--- src/agtp_pkg.sv ---
// ---------------------------------------------------------------------------
// agtp_pkg: shared types and constants
// Fixed field widths, gain constants, codes and the controller/datapath
// command and status structs of the adaptive gain tilt PID block.
// ---------------------------------------------------------------------------
package agtp_pkg;

	// Fixed field and register widths
	localparam int KI_W       = 16;
	localparam int CFG_DATA_W = 32;
	localparam int CFG_ADDR_W = 4;
	localparam int INT_W      = 20;
	localparam int RUN_W      = 5;
	localparam int KP_W       = 13;
	localparam int KD_W       = 12;
	localparam int GAIN_W     = 17;
	localparam int DIR_W      = 2;
	localparam int DUTY_W     = 7;
	localparam int PH_W       = 8;
	localparam int PL_W       = 10;
	localparam int OUT_DATA_W = 32;

	// Divider sizing: 384000 / (800 - m)
	localparam int DIVIDEND_W = 19;
	localparam int DIVISOR_W  = 10;
	localparam int DIV_CNT_W  = 5;
	localparam int DIV_STEPS  = 19;

	// Proportional gain, Q5.8
	localparam int KP_NUM      = 384000;
	localparam int M_MAX       = 799;
	localparam int KP_DEN_BASE = 800;
	localparam int KP_OFFSET   = 896;
	localparam int KP_MIN      = 512;
	localparam int KP_MAX      = 4096;
	localparam int KP_QUO_LO   = KP_MIN + KP_OFFSET;
	localparam int KP_QUO_HI   = KP_MAX + KP_OFFSET;

	// Derivative gain: 8000 - 32*|raw| within 2000..4000
	localparam int KD_BASE    = 8000;
	localparam int KD_MIN     = 2000;
	localparam int KD_MAX     = 4000;
	localparam int KD_RAW_LO  = 125;
	localparam int KD_RAW_HI  = 188;
	localparam int KD_SHIFT   = 5;
	localparam int KD_RAW_W   = 8;

	// Integral clamp, Q.12
	localparam int INT_LIMIT = 409600;

	// Duty: (|sum| >> 12) / 25, saturated at 100
	localparam int SUM_FRAC         = 12;
	localparam int DUTY_Q_SAT       = 2500;
	localparam int DUTY_Q_W         = 12;
	localparam int DUTY_RECIP       = 1311;
	localparam int DUTY_RECIP_SHIFT = 15;
	localparam int DUTY_RECIP_W     = 23;
	localparam int DUTY_MAX         = 100;

	// Pulse timing
	localparam int PULSE_HIGH_DRIVE = 50;
	localparam int PULSE_HIGH_HOLD  = 200;
	localparam int PULSE_LOW_BASE   = 1000;
	localparam int PULSE_LOW_STEP   = 9;

	// Register reset values
	localparam int DB_HIGH_RST = 100;
	localparam int DB_LOW_RST  = -100;

	typedef enum logic [DIR_W-1:0] {
		DIR_NEG   = 2'd0,
		DIR_POS   = 2'd1,
		DIR_BRAKE = 2'd2
	} dir_t;

	typedef enum logic [1:0] {
		REG_KI      = 2'd0,
		REG_DB_HIGH = 2'd1,
		REG_DB_LOW  = 2'd2
	} reg_idx_t;

	typedef enum logic [1:0] {
		MUL_ERR_KI = 2'd0,
		MUL_ERR_KP = 2'd1,
		MUL_DR_KD  = 2'd2
	} mul_sel_t;

	typedef enum logic [3:0] {
		ST_IDLE,
		ST_ERR,
		ST_MUL_I,
		ST_INT,
		ST_KP,
		ST_MUL_P,
		ST_ACC1,
		ST_MUL_D,
		ST_ACC2,
		ST_DUTY,
		ST_OUT
	} agtp_state_t;

	typedef struct packed {
		logic     load_in;
		logic     eval_err;
		logic     mul_en;
		mul_sel_t mul_sel;
		logic     int_upd;
		logic     kp_load;
		logic     acc_first;
		logic     acc_second;
		logic     duty_calc;
		logic     out_load;
	} agtp_cmd_t;

	typedef struct packed {
		logic div_busy;
		logic out_free;
	} agtp_status_t;

endpackage

--- src/adaptive_gain_tilt_pid.sv ---
// ---------------------------------------------------------------------------
// adaptive_gain_tilt_pid: adaptive gain tilt PID controller
// Left/right height in, direction, duty and pulse times out; APB registers
// for integral gain and deadband edges.
// ---------------------------------------------------------------------------
//  channel   dir  handshake                     payload
//  s_*       in   s_tvalid / s_tready           left_height, right_height
//  m_*       out  m_tvalid / m_tready           direction, duty, pulse times
//  apb       in   psel, penable, pwrite, pready ki, deadband_high, deadband_low
//
//  An item moves from input transfer through the agtp_ctrl states to the output
//  register; the 19-step kp divider takes most of that time.
//  One item is in work at a time; the next input is taken once the previous
//  result sits in the output register, even while m_tready is low.
//  A stalled output holds the next finished item in the last state until the
//  output register frees.
//  Reset clears the derivative history, integral and zero-run count and loads
//  the register defaults (ki 0, deadband edges +100 and -100).
// ---------------------------------------------------------------------------
module adaptive_gain_tilt_pid import agtp_pkg::*; #(
	parameter int HEIGHT_BITS    = 14,
	parameter int ZERO_RUN_LIMIT = 25,
	localparam int IN_DATA_W     = ((2 * HEIGHT_BITS + 7) / 8) * 8
) (
	input  logic                  clk,
	input  logic                  arst_n,
	// APB configuration
	input  logic                  psel,
	input  logic                  penable,
	input  logic                  pwrite,
	input  logic [CFG_ADDR_W-1:0] paddr,
	input  logic [CFG_DATA_W-1:0] pwdata,
	output logic [CFG_DATA_W-1:0] prdata,
	output logic                  pready,
	// Input stream
	input  logic                  s_tvalid,
	output logic                  s_tready,
	input  logic [IN_DATA_W-1:0]  s_tdata,  // left_height, right_height, zero pad
	// Output stream
	output logic                  m_tvalid,
	input  logic                  m_tready,
	output logic [OUT_DATA_W-1:0] m_tdata   // direction, duty, pulse_high_ms,
	                                        // pulse_low_ms, pulsing, zero pad
);

	localparam int PAD_W = OUT_DATA_W - (DIR_W + DUTY_W + PH_W + PL_W + 1);
	localparam int EXT_W = CFG_DATA_W - HEIGHT_BITS;

	logic signed [KI_W-1:0]        ki_q;
	logic signed [HEIGHT_BITS-1:0] db_high_q;
	logic signed [HEIGHT_BITS-1:0] db_low_q;
	logic                          cfg_write;
	reg_idx_t                      cfg_idx;

	agtp_cmd_t                     cmd;
	agtp_status_t                  status;
	logic [DIR_W-1:0]              direction;
	logic [DUTY_W-1:0]             duty;
	logic [PH_W-1:0]               pulse_high_ms;
	logic [PL_W-1:0]               pulse_low_ms;
	logic                          pulsing;

	// Register write on the access cycle
	assign pready    = 1'b1;
	assign cfg_write = psel && penable && pwrite && pready;
	assign cfg_idx   = reg_idx_t'(paddr[3:2]);

	always_ff @(posedge clk or negedge arst_n) begin
		if (!arst_n) begin
			ki_q      <= '0;
			db_high_q <= HEIGHT_BITS'(DB_HIGH_RST);
			db_low_q  <= HEIGHT_BITS'(DB_LOW_RST);
		end else if (cfg_write) begin
			unique case (cfg_idx)
				REG_KI:      ki_q      <= pwdata[KI_W-1:0];
				REG_DB_HIGH: db_high_q <= pwdata[HEIGHT_BITS-1:0];
				REG_DB_LOW:  db_low_q  <= pwdata[HEIGHT_BITS-1:0];
				default:     ;
			endcase
		end
	end

	// Read back sign-extended
	always_comb begin
		unique case (cfg_idx)
			REG_KI:      prdata = {{(CFG_DATA_W-KI_W){ki_q[KI_W-1]}}, ki_q};
			REG_DB_HIGH: prdata = {{EXT_W{db_high_q[HEIGHT_BITS-1]}}, db_high_q};
			REG_DB_LOW:  prdata = {{EXT_W{db_low_q[HEIGHT_BITS-1]}}, db_low_q};
			default:     prdata = '0;
		endcase
	end

	agtp_ctrl u_ctrl (
		.clk      (clk),
		.arst_n   (arst_n),
		.in_valid (s_tvalid),
		.in_ready (s_tready),
		.status   (status),
		.cmd      (cmd)
	);

	agtp_datapath #(
		.HEIGHT_BITS    (HEIGHT_BITS),
		.ZERO_RUN_LIMIT (ZERO_RUN_LIMIT)
	) u_datapath (
		.clk           (clk),
		.arst_n        (arst_n),
		.cmd           (cmd),
		.status        (status),
		.left_height   (s_tdata[HEIGHT_BITS-1:0]),
		.right_height  (s_tdata[2*HEIGHT_BITS-1:HEIGHT_BITS]),
		.ki            (ki_q),
		.deadband_high (db_high_q),
		.deadband_low  (db_low_q),
		.out_ready     (m_tready),
		.out_valid     (m_tvalid),
		.direction     (direction),
		.duty          (duty),
		.pulse_high_ms (pulse_high_ms),
		.pulse_low_ms  (pulse_low_ms),
		.pulsing       (pulsing)
	);

	// Pack the result, first field lowest
	assign m_tdata = {{PAD_W{1'b0}}, pulsing, pulse_low_ms, pulse_high_ms, duty, direction};

endmodule

--- src/agtp_div.sv ---
// ---------------------------------------------------------------------------
// agtp_div: iterative restoring divider
// Unsigned divide, one quotient bit per cycle, busy while steps remain.
// ---------------------------------------------------------------------------
module agtp_div import agtp_pkg::*; (
	input  logic                  clk,
	input  logic                  arst_n,
	input  logic                  start,
	input  logic [DIVIDEND_W-1:0] dividend,
	input  logic [DIVISOR_W-1:0]  divisor,
	output logic                  busy,
	output logic [DIVIDEND_W-1:0] quotient
);

	logic [DIV_CNT_W-1:0]  cnt_q;
	logic [DIVIDEND_W-1:0] quo_q;
	logic [DIVISOR_W-1:0]  rem_q;
	logic [DIVISOR_W-1:0]  den_q;
	logic [DIVISOR_W:0]    trial;
	logic [DIVISOR_W:0]    diff;
	logic                  fits;

	// Shift in the next dividend bit and try the subtraction
	assign trial = {rem_q, quo_q[DIVIDEND_W-1]};
	assign diff  = trial - {1'b0, den_q};
	assign fits  = trial >= {1'b0, den_q};

	// Count remaining steps
	always_ff @(posedge clk or negedge arst_n) begin
		if (!arst_n) begin
			cnt_q <= '0;
		end else if (start) begin
			cnt_q <= DIV_CNT_W'(DIV_STEPS);
		end else if (cnt_q != '0) begin
			cnt_q <= cnt_q - DIV_CNT_W'(1);
		end
	end

	// Advance remainder and quotient
	always_ff @(posedge clk) begin
		if (start) begin
			quo_q <= dividend;
			rem_q <= '0;
			den_q <= divisor;
		end else if (cnt_q != '0) begin
			quo_q <= {quo_q[DIVIDEND_W-2:0], fits};
			rem_q <= fits ? diff[DIVISOR_W-1:0] : trial[DIVISOR_W-1:0];
		end
	end

	assign busy     = cnt_q != '0;
	assign quotient = quo_q;

endmodule

--- src/agtp_datapath.sv ---
// ---------------------------------------------------------------------------
// agtp_datapath: PID arithmetic
// Error, deadband, adaptive gains, shared multiplier, integral with zero-run
// clear, sum accumulation, duty and pulse formatting, output register.
// ---------------------------------------------------------------------------
module agtp_datapath import agtp_pkg::*; #(
	parameter int HEIGHT_BITS    = 14,
	parameter int ZERO_RUN_LIMIT = 25
) (
	input  logic                          clk,
	input  logic                          arst_n,
	input  agtp_cmd_t                     cmd,
	output agtp_status_t                  status,
	input  logic signed [HEIGHT_BITS-1:0] left_height,
	input  logic signed [HEIGHT_BITS-1:0] right_height,
	input  logic signed [KI_W-1:0]        ki,
	input  logic signed [HEIGHT_BITS-1:0] deadband_high,
	input  logic signed [HEIGHT_BITS-1:0] deadband_low,
	input  logic                          out_ready,
	output logic                          out_valid,
	output logic [DIR_W-1:0]              direction,
	output logic [DUTY_W-1:0]             duty,
	output logic [PH_W-1:0]               pulse_high_ms,
	output logic [PL_W-1:0]               pulse_low_ms,
	output logic                          pulsing
);

	localparam int RAW_W  = HEIGHT_BITS + 1;
	localparam int ERR_W  = HEIGHT_BITS + 2;
	localparam int PROD_W = ERR_W + GAIN_W;
	localparam int ISUM_W = PROD_W + 1;
	localparam int SUM_W  = HEIGHT_BITS + 27;
	localparam int Q_W    = SUM_W - SUM_FRAC;
	localparam int P_EXT  = SUM_W - PROD_W - 4;

	localparam logic signed [ISUM_W-1:0] INT_HI = ISUM_W'(INT_LIMIT);
	localparam logic signed [ISUM_W-1:0] INT_LO = -ISUM_W'(INT_LIMIT);

	logic signed [RAW_W-1:0]  raw_q;
	logic signed [RAW_W-1:0]  prev_q;
	logic signed [ERR_W-1:0]  err_q;
	logic signed [ERR_W-1:0]  dr_q;
	logic [KD_W-1:0]          kd_q;
	logic [KP_W-1:0]          kp_q;
	logic signed [PROD_W-1:0] prod_q;
	logic signed [INT_W-1:0]  integral_q;
	logic [RUN_W-1:0]         run_q;
	logic signed [SUM_W-1:0]  acc_q;
	logic [DUTY_W-1:0]        duty_q;
	dir_t                     dir_q;
	logic                     out_valid_q;
	dir_t                     dir_out_q;
	logic [DUTY_W-1:0]        duty_out_q;
	logic [PH_W-1:0]          ph_q;
	logic [PL_W-1:0]          pl_q;
	logic                     pulsing_q;

	logic signed [ERR_W-1:0]  raw_ext;
	logic signed [ERR_W-1:0]  prev_ext;
	logic signed [ERR_W-1:0]  dbh_ext;
	logic signed [ERR_W-1:0]  dbl_ext;
	logic signed [ERR_W-1:0]  err_next;
	logic [ERR_W-1:0]         abs_err;
	logic [DIVISOR_W-1:0]     m_clip;
	logic [DIVISOR_W-1:0]     kp_den;
	logic [RAW_W-1:0]         abs_raw;
	logic [KP_W:0]            kd_lin;
	logic [KD_W-1:0]          kd_next;
	logic                     div_busy;
	logic [DIVIDEND_W-1:0]    quo;
	logic [KP_W-1:0]          kp_next;
	logic signed [ERR_W-1:0]  mul_a;
	logic signed [GAIN_W-1:0] mul_b;
	logic signed [PROD_W-1:0] prod_next;
	logic signed [ISUM_W-1:0] int_sum;
	logic signed [INT_W-1:0]  int_clamped;
	logic [RUN_W-1:0]         run_inc;
	logic                     err_zero;
	logic                     run_hit;
	logic signed [SUM_W-1:0]  p_term;
	logic signed [SUM_W-1:0]  i_term;
	logic signed [SUM_W-1:0]  d_term;
	logic [SUM_W-1:0]         abs_acc;
	logic [Q_W-1:0]           q_val;
	logic [DUTY_RECIP_W-1:0]  recip;
	logic [DUTY_W-1:0]        duty_next;
	dir_t                     dir_next;

	// Deadband on the raw error; upper edge wins when the edges cross
	assign raw_ext  = {raw_q[RAW_W-1], raw_q};
	assign prev_ext = {prev_q[RAW_W-1], prev_q};
	assign dbh_ext  = {{2{deadband_high[HEIGHT_BITS-1]}}, deadband_high};
	assign dbl_ext  = {{2{deadband_low[HEIGHT_BITS-1]}}, deadband_low};

	always_comb begin
		if (raw_ext > dbh_ext) begin
			err_next = raw_ext - dbh_ext;
		end else if (raw_ext < dbl_ext) begin
			err_next = raw_ext - dbl_ext;
		end else begin
			err_next = '0;
		end
	end

	// Divisor for kp: 800 - min(|err|, 799)
	assign abs_err = err_next[ERR_W-1] ? ERR_W'(-err_next) : ERR_W'(err_next);
	assign m_clip  = (abs_err > ERR_W'(M_MAX)) ? DIVISOR_W'(M_MAX)
	                                           : abs_err[DIVISOR_W-1:0];
	assign kp_den  = DIVISOR_W'(KP_DEN_BASE) - m_clip;

	// Derivative gain from |raw|, linear between the two clamp points
	assign abs_raw = raw_q[RAW_W-1] ? RAW_W'(-raw_q) : RAW_W'(raw_q);
	assign kd_lin  = (KP_W+1)'(KD_BASE)
	               - {1'b0, abs_raw[KD_RAW_W-1:0], KD_SHIFT'(0)};

	always_comb begin
		if (abs_raw <= RAW_W'(KD_RAW_LO)) begin
			kd_next = KD_W'(KD_MAX);
		end else if (abs_raw >= RAW_W'(KD_RAW_HI)) begin
			kd_next = KD_W'(KD_MIN);
		end else begin
			kd_next = kd_lin[KD_W-1:0];
		end
	end

	agtp_div u_div (
		.clk      (clk),
		.arst_n   (arst_n),
		.start    (cmd.eval_err),
		.dividend (DIVIDEND_W'(KP_NUM)),
		.divisor  (kp_den),
		.busy     (div_busy),
		.quotient (quo)
	);

	// Clamp kp to 2.0..16.0 after removing the 3.5 offset
	always_comb begin
		if (quo >= DIVIDEND_W'(KP_QUO_HI)) begin
			kp_next = KP_W'(KP_MAX);
		end else if (quo <= DIVIDEND_W'(KP_QUO_LO)) begin
			kp_next = KP_W'(KP_MIN);
		end else begin
			kp_next = KP_W'(quo - DIVIDEND_W'(KP_OFFSET));
		end
	end

	// Shared signed multiplier
	assign mul_a = (cmd.mul_sel == MUL_DR_KD) ? dr_q : err_q;

	always_comb begin
		case (cmd.mul_sel)
			MUL_ERR_KI: mul_b = {ki[KI_W-1], ki};
			MUL_ERR_KP: mul_b = {{(GAIN_W-KP_W){1'b0}}, kp_q};
			MUL_DR_KD:  mul_b = {{(GAIN_W-KD_W){1'b0}}, kd_q};
			default:    mul_b = '0;
		endcase
	end

	assign prod_next = mul_a * mul_b;

	// Integral with clamp and zero-run clear
	assign int_sum = {{(ISUM_W-INT_W){integral_q[INT_W-1]}}, integral_q}
	               + {prod_q[PROD_W-1], prod_q};

	always_comb begin
		if (int_sum > INT_HI) begin
			int_clamped = INT_W'(INT_HI);
		end else if (int_sum < INT_LO) begin
			int_clamped = INT_W'(INT_LO);
		end else begin
			int_clamped = int_sum[INT_W-1:0];
		end
	end

	assign err_zero = err_q == '0;
	assign run_inc  = run_q + RUN_W'(1);
	assign run_hit  = err_zero && (run_inc >= RUN_W'(ZERO_RUN_LIMIT));

	// Sum terms, Q.12
	assign p_term = {{P_EXT{prod_q[PROD_W-1]}}, prod_q, 4'b0};
	assign i_term = {{(SUM_W-INT_W){integral_q[INT_W-1]}}, integral_q};
	assign d_term = {prod_q[SUM_W-SUM_FRAC-1:0], SUM_FRAC'(0)};

	// Duty: (|sum| >> 12) / 25 by reciprocal, exact below the saturation point
	assign abs_acc = acc_q[SUM_W-1] ? SUM_W'(-acc_q) : SUM_W'(acc_q);
	assign q_val   = abs_acc[SUM_W-1:SUM_FRAC];
	assign recip   = DUTY_RECIP_W'(q_val[DUTY_Q_W-1:0]) * DUTY_RECIP_W'(DUTY_RECIP);

	always_comb begin
		if (q_val >= Q_W'(DUTY_Q_SAT)) begin
			duty_next = DUTY_W'(DUTY_MAX);
		end else begin
			duty_next = recip[DUTY_RECIP_SHIFT+DUTY_W-1:DUTY_RECIP_SHIFT];
		end
		if (acc_q == '0) begin
			dir_next = DIR_BRAKE;
		end else if (acc_q[SUM_W-1]) begin
			dir_next = DIR_NEG;
		end else begin
			dir_next = DIR_POS;
		end
	end

	// Working registers
	always_ff @(posedge clk) begin
		if (cmd.load_in) begin
			raw_q <= {left_height[HEIGHT_BITS-1], left_height}
			       - {right_height[HEIGHT_BITS-1], right_height};
		end
		if (cmd.eval_err) begin
			err_q <= err_next;
			dr_q  <= raw_ext - prev_ext;
			kd_q  <= kd_next;
		end
		if (cmd.mul_en) begin
			prod_q <= prod_next;
		end
		if (cmd.kp_load) begin
			kp_q <= kp_next;
		end
		if (cmd.acc_first) begin
			acc_q <= p_term + i_term;
		end else if (cmd.acc_second) begin
			acc_q <= acc_q + d_term;
		end
		if (cmd.duty_calc) begin
			duty_q <= duty_next;
			dir_q  <= dir_next;
		end
	end

	// Loop state kept across items
	always_ff @(posedge clk or negedge arst_n) begin
		if (!arst_n) begin
			prev_q     <= '0;
			integral_q <= '0;
			run_q      <= '0;
		end else begin
			if (cmd.eval_err) begin
				prev_q <= raw_q;
			end
			if (cmd.int_upd) begin
				if (run_hit) begin
					integral_q <= '0;
					run_q      <= '0;
				end else begin
					integral_q <= int_clamped;
					run_q      <= err_zero ? run_inc : '0;
				end
			end
		end
	end

	// Output register: hold until transfer
	always_ff @(posedge clk or negedge arst_n) begin
		if (!arst_n) begin
			out_valid_q <= 1'b0;
		end else if (cmd.out_load) begin
			out_valid_q <= 1'b1;
		end else if (out_ready) begin
			out_valid_q <= 1'b0;
		end
	end

	always_ff @(posedge clk) begin
		if (cmd.out_load) begin
			dir_out_q  <= dir_q;
			duty_out_q <= duty_q;
			ph_q       <= (dir_q == DIR_BRAKE) ? PH_W'(PULSE_HIGH_HOLD)
			                                   : PH_W'(PULSE_HIGH_DRIVE);
			pl_q       <= PL_W'(PULSE_LOW_BASE)
			            - PL_W'(duty_q) * PL_W'(PULSE_LOW_STEP);
			pulsing_q  <= dir_q != DIR_BRAKE;
		end
	end

	assign status.div_busy = div_busy;
	assign status.out_free = !out_valid_q || out_ready;

	assign out_valid     = out_valid_q;
	assign direction     = dir_out_q;
	assign duty          = duty_out_q;
	assign pulse_high_ms = ph_q;
	assign pulse_low_ms  = pl_q;
	assign pulsing       = pulsing_q;

endmodule

--- src/agtp_ctrl.sv ---
// ---------------------------------------------------------------------------
// agtp_ctrl: sequencing state machine
// Steps one item through error, multiplies, integral, gain wait, sum,
// duty and output load.
// ---------------------------------------------------------------------------
module agtp_ctrl import agtp_pkg::*; (
	input  logic         clk,
	input  logic         arst_n,
	input  logic         in_valid,
	output logic         in_ready,
	input  agtp_status_t status,
	output agtp_cmd_t    cmd
);

	agtp_state_t state_q;
	agtp_state_t state_next;

	always_ff @(posedge clk or negedge arst_n) begin
		if (!arst_n) begin
			state_q <= ST_IDLE;
		end else begin
			state_q <= state_next;
		end
	end

	// Next state
	always_comb begin
		state_next = state_q;
		unique case (state_q)
			ST_IDLE:  if (in_valid) state_next = ST_ERR;
			ST_ERR:   state_next = ST_MUL_I;
			ST_MUL_I: state_next = ST_INT;
			ST_INT:   state_next = ST_KP;
			ST_KP:    if (!status.div_busy) state_next = ST_MUL_P;
			ST_MUL_P: state_next = ST_ACC1;
			ST_ACC1:  state_next = ST_MUL_D;
			ST_MUL_D: state_next = ST_ACC2;
			ST_ACC2:  state_next = ST_DUTY;
			ST_DUTY:  state_next = ST_OUT;
			ST_OUT:   if (status.out_free) state_next = ST_IDLE;
			default:  state_next = ST_IDLE;
		endcase
	end

	// Commands
	always_comb begin
		cmd      = '0;
		in_ready = 1'b0;
		unique case (state_q)
			ST_IDLE: begin
				in_ready    = 1'b1;
				cmd.load_in = in_valid;
			end
			ST_ERR: cmd.eval_err = 1'b1;
			ST_MUL_I: begin
				cmd.mul_en  = 1'b1;
				cmd.mul_sel = MUL_ERR_KI;
			end
			ST_INT:  cmd.int_upd = 1'b1;
			ST_KP:   cmd.kp_load = !status.div_busy;
			ST_MUL_P: begin
				cmd.mul_en  = 1'b1;
				cmd.mul_sel = MUL_ERR_KP;
			end
			ST_ACC1: cmd.acc_first = 1'b1;
			ST_MUL_D: begin
				cmd.mul_en  = 1'b1;
				cmd.mul_sel = MUL_DR_KD;
			end
			ST_ACC2: cmd.acc_second = 1'b1;
			ST_DUTY: cmd.duty_calc = 1'b1;
			ST_OUT:  cmd.out_load = status.out_free;
			default: cmd = '0;
		endcase
	end

endmodule
--- config.mk ---
export PLATFORM = sky130hd
export DESIGN_NAME = adaptive_gain_tilt_pid
export DESIGN_NICKNAME = d
export VERILOG_FILES = /design/src/agtp_pkg.sv /design/src/adaptive_gain_tilt_pid.sv /design/src/agtp_div.sv /design/src/agtp_datapath.sv /design/src/agtp_ctrl.sv
export SDC_FILE = /design/constraint.sdc
export NUM_CORES = 2
export LEC_CHECK = 0
export ABC_AREA = 1
export BUFFER_PORTS_ARGS = -buffer_cell sky130_fd_sc_hd__buf_4
export CORE_ASPECT_RATIO = 1.25
export CORE_MARGIN = 1.5
export CORE_UTILIZATION = 50
export CTS_CLUSTER_SIZE = 20
export DETAILED_ROUTE_END_ITERATION = 12
export GPL_TIMING_DRIVEN = 0
export MAX_ROUTING_LAYER = met4
export PLACE_DENSITY = 0.67
export SLEW_MARGIN = 40
export SYNTH_ARGS = -nofsm -noshare
export SYNTH_HDL_FRONTEND = slang
export SYNTH_SLANG_ARGS = --single-unit
--- constraint.sdc ---
create_clock -name clk -period 15.7 [get_ports clk]
set_input_delay 0 -clock clk [delete_from_list [all_inputs] [get_ports clk]]
set_output_delay 0 -clock clk [all_outputs]
set_load 0.02 [all_outputs]
==> summary.txt <==
DRT Wirelength - 95100 um
post-synth cell types - 66
fin. max-slew vios - 0
1st-iter DRT viols - 1470
R2R cell count - 30
top cell type's share of synthesized area - 0.181
worst setup path end - u_datapath.prod_q[31]
DIE WIDTH - 241 um
CTS Buffer Depth - 3
Final GP Congestion - 0.968
Crit Path Category - reg -> reg
largest net degree at the start of global routing - 95
Filler cells - 6567
initial antenna violation count - 0
CP Data Arrival Time - 9.31 ns
Slew headroom - 0.409
Slew @ Worst Pin - 0.881 ns
ys flop type - edfxtp_1
Post-synth EDFFs - 181
Max-Cap Viols - 0
CTS tree - done
Core Area - 69600 um^2
Tcrit/Tclk final - 0.573
CTS root buffer - clkbuf_16
skew final - 0.0259 ns
Critical Path Source Type - register
Buffers on Ports - 112
TritonCTS Buffers - 38
Worst Path Max Fanout - 10
Slowest Stage Delay on Critical Path - 0.55 ns
setup_tns - 0 ns
dpl hpwl - 78700 um
H-tree lvl count - 2
register area - 8380 um^2
asr flop ratio synth - 0.309
DR WL/cell - 16.8 um
Cells after Synth - 4476
Multi-input gate area - 22700 um^2
Post-Syn Area - 35300 um^2
top cell type by total area after synthesis - fa_1
die footprint - 72100 um^2
DR vias - 29600
antenna fix cells - 0
Synth area leaders - fa_1 (18%), edfxtp_1 (15%), ha_1 (12%), nand2_1 (10%), inv_1 (10%)
number of global-route vias before repair - 29800
Crit-path slowest cell - fa_1
final hold violation count - 0
Core Rows - 108
Finish-stage setup viols - 0
Critical Path RT - 16.02 ns
Final nets - 5425
post-route minimum period - 8.99 ns
Most common cell on crit path - inv_1
Achievable Freq - 111 MHz
DRC viols - 0
global-route wire length before repair - 152000 um
Final ANT Viol Nets - 0
area grow syn2layout - 11.5%
Avg Inst Size Synth - 7.88 um^2
crit path from - u_ctrl.state_q[2]
#FFs+latches synth - 304
die height - 300 um
io pins - 142
Total GRT Usage - 0.276
drt pass-1 iters - 6
Post-CTS Setup Inserts - 0
CP Capture Type - register
worst reg2reg path endpoint - u_datapath.prod_q[31]
Initial Util - 0.507
post-synthesis sequential area ratio - 0.238
Ys Warns - 0
worst skew pair latency - 0.58 ns
clock slew at reported path FFs - 0.06 ns
r2r startpoint - u_ctrl.state_q[2]
RSZ-0062 raised after global routing - false
flop2flop setup slack - 6.71 ns
outcome - complete, no violations
total global routing overflow - 0
via-per-instance ratio - 5.23
CTS sink count - 304
Hold Path Class - in -> reg
layout cells sized above 1 - 0.0668
-- flip-flops by register name, indices dropped and copies added, names as in the netlist, 5 cells and up --
name                       flops
u_datapath.u_div.rem_q        10
u_datapath.duty                6
u_datapath.raw_q              15
u_datapath.u_div.den_q        10
u_datapath.integral_q         20
db_high_q                     14
u_datapath.prev_q             15
u_datapath.acc_q              41
u_datapath.duty_q              7
u_datapath.err_q              16
ki_q                          16
u_datapath.pulse_low_ms       10
u_datapath.kp_q               13
u_datapath.dr_q               16
u_datapath.prod_q             33
u_datapath.u_div.cnt_q         5
db_low_q                      14
u_datapath.kd_q                8
u_datapath.run_q               5
u_datapath.u_div.quotient     19
-- worst min-delay path by stage --
stage                 from                   to  slack, ns  depth (start not counted)
2_1_floorplan       arst_n         db_high_q[0]      -0.30                          0
3_3_place_gp    pwdata[14]             ki_q[14]       0.23                          2
3_5_place_dp        arst_n          db_low_q[1]       0.10                          1
4_1_cts        s_tdata[18]  u_datapath.raw_q[4]     0.0005                          4
5_1_grt        s_tdata[21]  u_datapath.raw_q[7]       0.04                          4
6_report       s_tdata[21]  u_datapath.raw_q[7]       0.02                          4
-- final cells by class --
type                       count  share of cell area
clock buffer                  51              0.0264
clock inverter                19             0.00786
multi-input combinational   3082               0.578
sequential                   304               0.213
buffer                       114              0.0149
inverter                     981              0.0937
timing repair buffer         164              0.0361
tap                          935              0.0297
-- synthesized netlist by cell type (11+ instances only) --
library cell / count
nand2_1: 979
inv_1: 970
ha_1: 347
fa_1: 318
nor2_1: 273
a21oi_1: 249
o21ai_0: 209
edfxtp_1: 181
nand3_1: 159
xor2_1: 132
dfrtp_1: 81
clkbuf_1: 75
xnor2_1: 57
nand4_1: 39
buf_4: 32
dfxtp_1: 29
nor3_1: 28
a31oi_1: 22
nand3b_1: 22
o21ai_1: 21
nand2_2: 20
o21bai_1: 17
o221ai_1: 17
o22ai_1: 16
or2_2: 15
dfstp_2: 13
nor4_1: 13
o211ai_1: 13
a21o_1: 11
-- what timing repair did --
action                                 4_1_cts  5_1_grt
resized for setup                            0        0
endpoints found under the hold margin      160       22
hold buffers                                43        1
-- per-layer routing --
| metal | part of all wire | vias up | routed length (um) | track usage |
|---|---|---|---|---|
| met2 | 0.53 | 736 | 50000 | 0.505 |
| li1 | - | 14500 | - | - |
| met3 | 0.041 | 275 | 3930 | 0.0322 |
| met4 | 0.051 | 0 | 4870 | 0.127 |
| met1 | 0.38 | 14100 | 36200 | 0.294 |
| met5 | 0 | - | 0 | - |
-- critical path, delay by kind of cell, from the launching register on --
family                   cells  cell delay, ns
flip-flops                   1            0.39
AND/OR/NAND/NOR              4            0.84
buffers and inverters       10            1.85
adder cells (fa/ha/maj)      7            3.45
XOR/XNOR                     1            0.17
AO/OA/AOI/OAI                8            2.03
-- kinds of logic after synthesis --
kind of cell	Yosys count	synth area share
flip-flops	304	0.238
other	2	0.000213
buffers and inverters	1095	0.121
adder cells (fa/ha/maj)	665	0.304
AND/OR/NAND/NOR	1583	0.188
XOR/XNOR	189	0.0469
multiplexers	3	0.000922
AO/OA/AOI/OAI	635	0.101
-- layout by cell type (no fill, tap or decap), drive strengths merged, types with 29 or more instances in the layout --
cell,instances
nand2,1005
inv,978
ha,347
fa,318
nor2,280
a21oi,250
o21ai,233
edfxtp,181
nand3,162
buf,159
xor2,132
clkbuf,126
dfrtp,81
xnor2,57
dlygate4sd3,44
nand4,39
dfxtp,29
nor3,29
-- through the flow --
stage               setup slack, ns  utilization  cells  hold WS [ns]  cell area (um^2)
global placement               6.71        0.536   5528         0.234             37300
global route                   6.08        0.565   5650        0.0364             39300
detailed placement             6.58        0.539   5535         0.105             37500
finish                         6.71        0.565   5650        0.0213             39300
floorplan                      8.47            -   4481        -0.296             35300
CTS                            6.60        0.565   5648      0.000499             39300
Power is not shown: default switching activity piles up to over one toggle a cycle in this logic, so the estimate is an artifact.
